**src/hdl/drfp_pkg.sv**
```systemverilog
// ----------------------------------------------------------------------------
// Display reply frame parser package
// Phase codes, frame constants and the result record shared by the parser
// core and the top level.
// ----------------------------------------------------------------------------
package drfp_pkg;

	// Frame header and command bytes.
	localparam logic [7:0] HDR_FIRST  = 8'h5A;
	localparam logic [7:0] HDR_SECOND = 8'hA5;
	localparam logic [7:0] CMD_REG_RD = 8'h81;
	localparam logic [7:0] CMD_VAR_WR = 8'h82;
	localparam logic [7:0] CMD_VAR_RD = 8'h83;

	// Number of body bytes that make up one variable-read result.
	localparam logic [7:0] BODY_NEED = 8'd5;
	// Body bytes held in registers; the last one is taken straight from the input.
	localparam int BODY_HELD = 4;
	localparam int BODY_IDX_W = $clog2(BODY_HELD);

	// Parse phase codes.
	localparam int PHASE_W = 3;
	localparam logic [PHASE_W-1:0] PH_HUNT1 = 3'd0;
	localparam logic [PHASE_W-1:0] PH_HUNT2 = 3'd1;
	localparam logic [PHASE_W-1:0] PH_LEN   = 3'd2;
	localparam logic [PHASE_W-1:0] PH_CMD   = 3'd3;
	localparam logic [PHASE_W-1:0] PH_VAR   = 3'd4;
	localparam logic [PHASE_W-1:0] PH_SKIP  = 3'd5;

	// One parsed variable-read reply.
	typedef struct packed {
		logic        valid;
		logic [15:0] var_address;
		logic [7:0]  word_count;
		logic [15:0] first_word;
	} drfp_result_t;

	// Parser status toward the top level.
	typedef struct packed {
		logic last_body;   // the next accepted byte completes a result
	} drfp_status_t;

endpackage

```
**src/hdl/drfp_parser.sv**
```systemverilog
// ----------------------------------------------------------------------------
// Display reply frame parser core
// Header hunt, length and command decode, body capture and skip. Produces a
// result in the same cycle as the fifth body byte of a variable-read reply.
// ----------------------------------------------------------------------------
module drfp_parser (
	input  logic                   clk,
	input  logic                   arst_n,
	input  logic                   accept,
	input  logic [7:0]             rx_byte,
	output drfp_pkg::drfp_result_t result,
	output drfp_pkg::drfp_status_t status
);
	import drfp_pkg::*;

	logic [PHASE_W-1:0] phase_q;
	logic [PHASE_W-1:0] phase_next;
	logic [7:0]         frame_length_q;
	logic [7:0]         body_count_q;
	logic [7:0]         count_inc;
	logic [7:0]         len_m1;
	logic [7:0]         body_q [BODY_HELD];
	logic               emit;

	assign count_inc = body_count_q + 8'd1;
	assign len_m1    = frame_length_q - 8'd1;
	assign emit      = (phase_q == PH_VAR) && (count_inc == BODY_NEED);

	always_comb begin
		phase_next = PH_HUNT1;
		unique case (phase_q)
			PH_HUNT2: begin
				phase_next = (rx_byte == HDR_SECOND) ? PH_LEN : PH_HUNT1;
			end
			PH_LEN: begin
				phase_next = PH_CMD;
			end
			PH_CMD: begin
				if (frame_length_q <= 8'd1) begin
					phase_next = PH_HUNT1;
				end else if (rx_byte == CMD_VAR_RD) begin
					phase_next = PH_VAR;
				end else if (rx_byte == CMD_VAR_WR || rx_byte == CMD_REG_RD) begin
					phase_next = PH_SKIP;
				end else begin
					phase_next = PH_HUNT1;
				end
			end
			PH_VAR: begin
				if (emit || count_inc >= len_m1) begin
					phase_next = PH_HUNT1;
				end else begin
					phase_next = PH_VAR;
				end
			end
			PH_SKIP: begin
				phase_next = (count_inc >= len_m1) ? PH_HUNT1 : PH_SKIP;
			end
			default: begin
				phase_next = (rx_byte == HDR_FIRST) ? PH_HUNT2 : PH_HUNT1;
			end
		endcase
	end

	always_ff @(posedge clk or negedge arst_n) begin
		if (!arst_n) begin
			phase_q        <= PH_HUNT1;
			frame_length_q <= 8'd0;
			body_count_q   <= 8'd0;
		end else if (accept) begin
			phase_q <= phase_next;
			if (phase_q == PH_LEN) begin
				frame_length_q <= rx_byte;
			end
			if (phase_q == PH_CMD) begin
				body_count_q <= 8'd0;
			end else if (phase_q == PH_VAR || phase_q == PH_SKIP) begin
				body_count_q <= count_inc;
			end
		end
	end

	// Body capture; the count stays below five while collecting a reply.
	always_ff @(posedge clk) begin
		if (accept && phase_q == PH_VAR && !emit) begin
			body_q[body_count_q[BODY_IDX_W-1:0]] <= rx_byte;
		end
	end

	assign result.valid       = accept && emit;
	assign result.var_address = {body_q[0], body_q[1]};
	assign result.word_count  = body_q[2];
	assign result.first_word  = {body_q[3], rx_byte};

	assign status.last_body = (phase_q == PH_VAR) && (body_count_q == BODY_NEED - 8'd1);

	// While collecting a reply the count never reaches the result size.
	a_var_count: assert property (@(posedge clk) disable iff (!arst_n)
		(phase_q == PH_VAR) |-> (body_count_q < BODY_NEED))
		else $error("body count out of range while collecting a reply");

	// A result always sends the parser back to the header hunt.
	a_emit_hunt: assert property (@(posedge clk) disable iff (!arst_n)
		result.valid |=> (phase_q == PH_HUNT1))
		else $error("parser did not return to header hunt after a result");

	// Only defined phase codes are ever reached.
	a_phase_range: assert property (@(posedge clk) disable iff (!arst_n)
		phase_q <= PH_SKIP)
		else $error("parser reached an unused phase code");

endmodule

```
**src/hdl/display_reply_frame_parser.sv**
```systemverilog
// ----------------------------------------------------------------------------
// Display reply frame parser
// Receives serial bytes from a display link, finds 0x5A 0xA5 framed replies
// and reports address, word count and first data word of variable reads.
// ----------------------------------------------------------------------------
// The block takes one received byte per request on the rx channel and accepts
// a byte in every clock cycle in which rx_stall is low. Each byte is decoded
// in the cycle it arrives; the fifth body byte of a variable-read reply
// (command 0x83) completes a result, which is held in an output register and
// offered on the res channel from the next cycle on. Write acknowledgements
// (0x82) and register-read replies (0x81) are skipped over length-1 body
// bytes, unknown commands and short variable-read replies return to the
// header hunt and report nothing. The rx channel stalls only when the byte
// that would complete a new result is due while the previous result is
// still held by a stalled res channel; every other byte is taken even while
// a result waits.
// ----------------------------------------------------------------------------
module display_reply_frame_parser (
	input  logic        clk,
	input  logic        arst_n,
	input  logic        rx_valid,
	output logic        rx_stall,
	input  logic [7:0]  rx_byte,
	output logic        res_valid,
	input  logic        res_stall,
	output logic [15:0] var_address,
	output logic [7:0]  word_count,
	output logic [15:0] first_word
);
	import drfp_pkg::*;

	drfp_result_t result;
	drfp_status_t status;
	logic         rx_accept;
	logic         res_valid_q;
	logic [15:0]  var_address_q;
	logic [7:0]   word_count_q;
	logic [15:0]  first_word_q;

	// Hold off the completing byte only while an older result is stuck.
	assign rx_stall  = res_valid_q && res_stall && status.last_body;
	assign rx_accept = rx_valid && !rx_stall;

	drfp_parser u_parser (
		.clk    (clk),
		.arst_n (arst_n),
		.accept (rx_accept),
		.rx_byte(rx_byte),
		.result (result),
		.status (status)
	);

	always_ff @(posedge clk or negedge arst_n) begin
		if (!arst_n) begin
			res_valid_q <= 1'b0;
		end else if (result.valid) begin
			res_valid_q <= 1'b1;
		end else if (!res_stall) begin
			res_valid_q <= 1'b0;
		end
	end

	always_ff @(posedge clk) begin
		if (result.valid) begin
			var_address_q <= result.var_address;
			word_count_q  <= result.word_count;
			first_word_q  <= result.first_word;
		end
	end

	assign res_valid   = res_valid_q;
	assign var_address = var_address_q;
	assign word_count  = word_count_q;
	assign first_word  = first_word_q;

	// A new result never lands on a held one that has not been taken.
	a_no_overwrite: assert property (@(posedge clk) disable iff (!arst_n)
		(res_valid_q && res_stall) |-> !result.valid)
		else $error("result overwrote a stalled output");

	// A result is only produced by an accepted byte.
	a_result_on_accept: assert property (@(posedge clk) disable iff (!arst_n)
		result.valid |-> rx_accept)
		else $error("result without an accepted byte");

	// A result produced in one cycle is offered in the next.
	a_result_offered: assert property (@(posedge clk) disable iff (!arst_n)
		result.valid |=> res_valid_q)
		else $error("produced result was not offered");

endmodule
```
**config.mk**
```make
export PLATFORM = sky130hd
export DESIGN_NAME = display_reply_frame_parser
export DESIGN_NICKNAME = d
export VERILOG_FILES = /design/src/hdl/drfp_pkg.sv /design/src/hdl/drfp_parser.sv /design/src/hdl/display_reply_frame_parser.sv
export SDC_FILE = /design/constraint.sdc
export NUM_CORES = 1
export LEC_CHECK = 0
export BUFFER_PORTS_ARGS = -buffer_cell sky130_fd_sc_hd__clkbuf_2
export CORE_MARGIN = 4
export CORE_UTILIZATION = 35
export DETAILED_ROUTE_END_ITERATION = 8
export PLACE_DENSITY = 0.5
export SETUP_SLACK_MARGIN = 0.2
export SLEW_MARGIN = 20
export SYNTH_ARGS = -nofsm -noshare
export SYNTH_HDL_FRONTEND = slang
export SYNTH_SLANG_ARGS = --single-unit
```
**constraint.sdc**
```tcl
create_clock -name clk -period 4.1 [get_ports clk]
set_input_delay 0.615 -clock clk [delete_from_list [all_inputs] [get_ports clk]]
set_output_delay 0.615 -clock clk [all_outputs]
set_load 0.02 [all_outputs]
```
Word level (Yosys, flattened, before mapping)
Memory sizes are Yosys's and may differ from the RTL's. A register that Yosys moved wholly into a read port is not among the register bits.
Index checks and enable logic that the tools add are counted.
{"block": "word_totals", "input_bits": 12, "memories": 1, "ramBits": 32, "wordCells": 53, "register_bits": 36, "out_inout_bits": 42}
{"name": "u_parser.body_q", "depth": 4, "width": 8, "read_ports": 4, "rd_clocked_by_memory_dff": 4, "wr": 1, "line": "drfp_parser.sv:22", "text": "logic [7:0] body_q [BODY_HELD];"}
{"block": "classes", "n_mux": 14, "n_lt_le_gt_ge": 2, "addsub": 2, "eq_ne": 13, "n_reduce_logical": 16}
{"cell": "$eq 8x8->1 const B", "n": 4}
{"cell": "$eq 8x3->1 const B", "n": 2}
{"cell": "$mux 8", "n": 2}
{"cell": "$mux 3", "n": 5}
{"cell": "$pmux 3 s5", "n": 1}
{"cell": "$add 8x1->8 const B", "n": 1}
{"cell": "$eq 8x7->1 const B", "n": 1}
{"cell": "$ge 8x8->1", "n": 1}
{"cell": "$le 8x1->1 const B", "n": 1}
{"cell": "$logic_and 1x1->1", "n": 8}
{"cell": "$sub 8x1->8 const B", "n": 1}
{"cell": "$eq 3x2->1 const B", "n": 2}
{"cell": "$eq 3x3->1 const B", "n": 2}
{"cell": "$mux 1", "n": 5}
{"cell": "$reduce_and 2->1", "n": 2}
{"cell": "$eq 3x1->1 const B", "n": 1}
{"cell": "$logic_or 1x1->1", "n": 3}
{"cell": "$logic_not 1->1", "n": 2}
{"cell": "$mux 2", "n": 1}
{"cell": "$ne 2x1->1 const B", "n": 1}
{"cell": "$reduce_bool 2->1", "n": 1}

Depth between registers and ports, before layout
{"block": "logic_depth", "ltp_word": 9, "ltp_mapped": 11, "ltp_nobuf": 11}

Cells and area by module
Synthesis repeated with hierarchy kept, for this count alone.
{"block": "hier_totals", "hier_cells": 249, "hier_area_um2": 3827.4}
{"module": "drfp_parser", "area_each_um2": 2572.5, "cells_per_inst": 205, "instances": 1, "seq_area_each_um2": 1436.4}
{"module": "display_reply_frame_parser", "area_each_um2": 1255.0, "cells_per_inst": 44, "instances": 1, "seq_area_each_um2": 1226.2}

Least setup slack after synthesis
No wires, ideal clock.
{"block": "synth_path", "path_type": "register to register", "startpoint": "register u_parser.body_count_q[0]", "endpoint": "register first_word_q[0] (netlist: first_word[0]), enable pin", "setup_ps": 437, "arrival_time_ps": 3036, "required_time_ps": 3663, "path_stages_with_launch": 7, "n_path_buf": 0, "synth_period_minus_slack_ps": 3473, "setup_slack_ps": 627, "path_cell_list": "dfrtp_1 -> ha_1 -> xor2_1 -> nand4_1 -> nor3_1 -> nand4_1 -> nor2_1"}
{"item": "start: declaration", "line": "drfp_parser.sv:19", "text": "logic [7:0] body_count_q;"}
{"item": "start signal: assignment", "line": "drfp_parser.sv:78", "text": "body_count_q <= count_inc;"}
{"item": "end signal: assignment", "line": "display_reply_frame_parser.sv:67", "text": "first_word_q <= result.first_word;"}
{"item": "end: declaration", "line": "display_reply_frame_parser.sv:38", "text": "logic [15:0] first_word_q;"}

==> run_summary.xml <==
<?xml version="1.0" encoding="UTF-8"?>
<metrics>
  <group name="yosys">
    <metric name="syn_inst" unit="">249</metric>
    <metric name="synth_top_cell_by_area" unit="">sky130_fd_sc_hd__edfxtp_1</metric>
    <metric name="synth_top_family_by_area" unit="">simple AND/OR/NAND/NOR gates</metric>
    <metric name="synth.yosys.seq_area_share" unit="%">70.6</metric>
    <metric name="synth_xor_area_share" unit="%">3.25</metric>
    <metric name="synth_area_leaders" unit="">sky130_fd_sc_hd__edfxtp_1 57%, sky130_fd_sc_hd__dfrtp_1 13%, sky130_fd_sc_hd__ha_1 5.0%</metric>
    <metric name="syn-mean-instance-area" unit="sq um">15.2</metric>
    <metric name="yosysWarnings" unit="">0</metric>
    <metric name="synth.distinct_cells" unit="">47</metric>
    <metric name="synth_most_common_cell" unit="">sky130_fd_sc_hd__edfxtp_1</metric>
    <metric name="synth_largest_type_area_fraction" unit="%">57.3</metric>
    <metric name="synth_seq_cells" unit="">92</metric>
    <metric name="synth_commonest_cells" unit="">72 x sky130_fd_sc_hd__edfxtp_1, 20 x sky130_fd_sc_hd__dfrtp_1, 15 x sky130_fd_sc_hd__ha_1, 13 x sky130_fd_sc_hd__nand2_1, 13 x sky130_fd_sc_hd__nor2_1</metric>
    <metric name="synth_fp_nets" unit="">276</metric>
    <metric name="netlist_area" unit="sq um">3770</metric>
    <metric name="synth-compound-area-share" unit="%">5.17</metric>
    <metric name="asyncSetResetFlopFracSynth" unit="%">21.7</metric>
    <metric name="synthAdderAreaFrac" unit="%">4.97</metric>
    <metric name="synth-simple-area-share" unit="%">12.3</metric>
    <metric name="synth.mux.area_fraction" unit="%">2.06</metric>
    <metric name="synth_enable_flop_cells" unit="">72</metric>
    <metric name="synth_top_flop_cell" unit="">sky130_fd_sc_hd__edfxtp_1</metric>
  </group>
  <group name="outcome">
    <metric name="outcome" unit="">finished, final reports clean</metric>
  </group>
  <group name="setup_path">
    <metric name="cp-start-kind" unit="">flip-flop</metric>
    <metric name="crit_arrival" unit="ps">2990</metric>
    <metric name="critPathRequiredTime" unit="ps">4180</metric>
    <metric name="cp_max_fo" unit="">30</metric>
    <metric name="worst-setup-path-type" unit="">reg -&gt; reg</metric>
    <metric name="critical_path.endpoint" unit="">word_count[6]</metric>
    <metric name="worst_setup_end_kind" unit="">flip-flop</metric>
    <metric name="reg2reg_depth" unit="">7</metric>
    <metric name="worstReg2RegStart" unit="">u_parser.body_count_q[0]</metric>
    <metric name="reg2reg_slack" unit="ps">1190</metric>
    <metric name="setup.worst_path.start" unit="">u_parser.body_count_q[0]</metric>
    <metric name="reg2reg_to" unit="">word_count[6]</metric>
  </group>
  <group name="route">
    <metric name="drt.antenna.violating_nets" unit="">0</metric>
    <metric name="drt_iter0_drc" unit="">136</metric>
    <metric name="wl_per_cell" unit="um">16.1</metric>
    <metric name="routed-via-count" unit="">2184</metric>
    <metric name="vias_per_cell" unit="">4.80</metric>
    <metric name="remaining_drcs" unit="">0</metric>
    <metric name="detailedRoute.firstPassIterationCount" unit="">4</metric>
    <metric name="finalWirelength" unit="um">7310</metric>
  </group>
  <group name="clock_network">
    <metric name="htreeDepth" unit="">3</metric>
    <metric name="clk_pin_slew_worst_paths" unit="ps">100</metric>
    <metric name="cts.sink_count" unit="">92</metric>
    <metric name="cts-resized-gates" unit="">0</metric>
    <metric name="cts.path.max_buffers" unit="">2</metric>
    <metric name="cts_buffers" unit="">9</metric>
    <metric name="insertion_delay" unit="ps">360</metric>
    <metric name="holdBufCountCts" unit="">0</metric>
    <metric name="tritoncts" unit="">done</metric>
    <metric name="number_of_post_cts_setup_repair_buffers" unit="">0</metric>
    <metric name="cts_root_buffer" unit="">sky130_fd_sc_hd__clkbuf_8</metric>
  </group>
  <group name="finish">
    <metric name="areaGrowthSynthToFinish" unit="%">18.2</metric>
    <metric name="diodes" unit="">0</metric>
    <metric name="layoutNonFillerInstCount" unit="">455</metric>
    <metric name="fill_cells" unit="">965</metric>
    <metric name="layout-drive-gt1-share" unit="%">26.3</metric>
    <metric name="nets" unit="">341</metric>
  </group>
  <group name="power_and_ir_drop">
    <metric name="cellPowerDensity" unit="nW/um^2">470</metric>
    <metric name="vdd_ir_drop_max" unit="mV">0.196</metric>
    <metric name="power.leakage" unit="uW">0.00172</metric>
  </group>
  <group name="timing">
    <metric name="fin_worst_hold_slack" unit="ps">219</metric>
    <metric name="setup_viol" unit="">0</metric>
    <metric name="relSlewSlack" unit="%">44.0</metric>
    <metric name="min_period" unit="ps">2910</metric>
    <metric name="timing.clock.skew" unit="ps">16.0</metric>
    <metric name="setup_repair_after_global_routing_missed_its_margin" unit="">no</metric>
    <metric name="max_freq" unit="GHz">0.344</metric>
    <metric name="timing.final.crit_share" unit="%">70.9</metric>
    <metric name="timing_worst_slew_pin_value" unit="ps">839</metric>
    <metric name="maxSlewViolCount" unit="">0</metric>
    <metric name="count_of_final_hold_check_violations" unit="">0</metric>
    <metric name="setup-tns-final" unit="ps">0</metric>
  </group>
  <group name="global_routing">
    <metric name="globalRouteTotalUtil" unit="%">12.2</metric>
    <metric name="global_route.overflow_total" unit="">0</metric>
    <metric name="wire_length_of_the_first_global_routing_pass" unit="um">11800</metric>
    <metric name="number_of_global_route_vias_before_repair" unit="">2216</metric>
    <metric name="grt_antenna_before_repair" unit="">0</metric>
    <metric name="grt_max_degree" unit="">31</metric>
  </group>
  <group name="die">
    <metric name="die_x" unit="um">112</metric>
    <metric name="floorplan.core_area" unit="sq um">10400</metric>
    <metric name="top_level_ports" unit="">54</metric>
    <metric name="die_area" unit="sq um">12500</metric>
    <metric name="dieHeight" unit="um">112</metric>
    <metric name="start_util" unit="%">36.2</metric>
    <metric name="floorplan.rows" unit="">37</metric>
  </group>
  <group name="place">
    <metric name="place.detailed.hpwl" unit="um">5150</metric>
    <metric name="portBuffers" unit="">53</metric>
    <metric name="number_of_placed_cells_counting_well_taps" unit="">439</metric>
    <metric name="gp_congestion" unit="">0.800</metric>
  </group>
  <group name="worst_hold_path">
    <metric name="hp-class" unit="">in -&gt; async</metric>
  </group>
  <group name="job">
    <metric name="max-cap-violations" unit="">0</metric>
  </group>
</metrics>
worst max-delay path, stage by stage (launching register included):
cell	delay [ps]
sky130_fd_sc_hd__dfrtp_1	490
sky130_fd_sc_hd__ha_1	310
sky130_fd_sc_hd__xor2_1	230
sky130_fd_sc_hd__nand4_1	110
sky130_fd_sc_hd__nor3_1	240
sky130_fd_sc_hd__nand4_1	220
sky130_fd_sc_hd__nor2_4	710
sky130_fd_sc_hd__buf_4	290
layout by cell type (no fill, tap or decap), drive strengths merged, types with 3 or more instances in the layout:
cell type / Yosys / layout
a21oi: 6 / 6
nor4bb: 3 / 3
dfrtp: 20 / 20
nand3: 12 / 12
inv: 10 / 13
nor3b: 5 / 5
and3: 5 / 5
nor4b: 3 / 3
ha: 15 / 15
edfxtp: 72 / 72
nor3: 4 / 4
mux2: 6 / 6
nor2: 13 / 13
nand4: 3 / 3
nand2: 13 / 13
clkbuf: 3 / 62
xor2: 5 / 5
buf: 3 / 7
o21ai: 11 / 11
xnor2: 9 / 9
worst min path at each step:
stage	start	endpoint	slack, ps	depth (start not counted)
after floorplan	arst_n	res_valid	320	0
after global placement	u_parser.body_q[0][1]	var_address[9]	400	0
after detailed placement	u_parser.body_q[3][7]	first_word[15]	400	0
after CTS	arst_n	u_parser.body_count_q[0]	220	1
after global routing	arst_n	u_parser.body_count_q[3]	250	1
final	arst_n	u_parser.body_count_q[0]	220	1
per-stage QoR:
step	power [uW]	area [sq um]	util, %	worst slack [ps]
6_report	2090	4460	42.8	1190
5_1_grt	2220	4460	42.8	985
4_1_cts	2120	4460	42.8	1160
3_5_place_dp	1480	4240	40.7	1190
3_3_place_gp	1480	4240	40.7	1260
2_1_floorplan	1370	3770	-	627
final cells by class:
type                    count  area (sq um)  area share, %
clock inverters             7          92.6           2.08
multi-input cells         141          1050           23.7
repair buffers             60           318           7.13
inverters                  10          37.5          0.842
clock buffers               9           124           2.78
well taps                 136           170           3.82
flip-flops and latches     92          2660           59.7
flip-flops by register name (all words and copies together), names as in the netlist:
signal / count
res_valid: 1
first_word: 16
u_parser.body_q: 32
var_address: 16
u_parser.phase_q: 3
u_parser.body_count_q: 8
word_count: 8
u_parser.frame_length_q: 8
metal layers:
metal | vias to the layer above | GRT usage [%] | part of all wire [%]
li1 | 1069 | - | -
met1 | 1055 | 16.1 | 46
met2 | 54 | 19.4 | 48
met3 | 6 | 3.48 | 4.7
met4 | 0 | 3.89 | 1.3
met5 | - | 0 | 0
report_power, final:
part / switching, uW / internal, uW
Combinational: 185 / 141
Clock: 344 / 297
Sequential: 74.5 / 1050
cells by family after synthesis:
group	Yosys count
AO/OA/AOI/OAI	30
buffers and inverters	16
flip-flops	92
multiplexers	7
adder cells (fa/ha/maj)	15
AND/OR/NAND/NOR	75
XOR/XNOR	14
No activity file was read; power rests on OpenSTA's default activity.
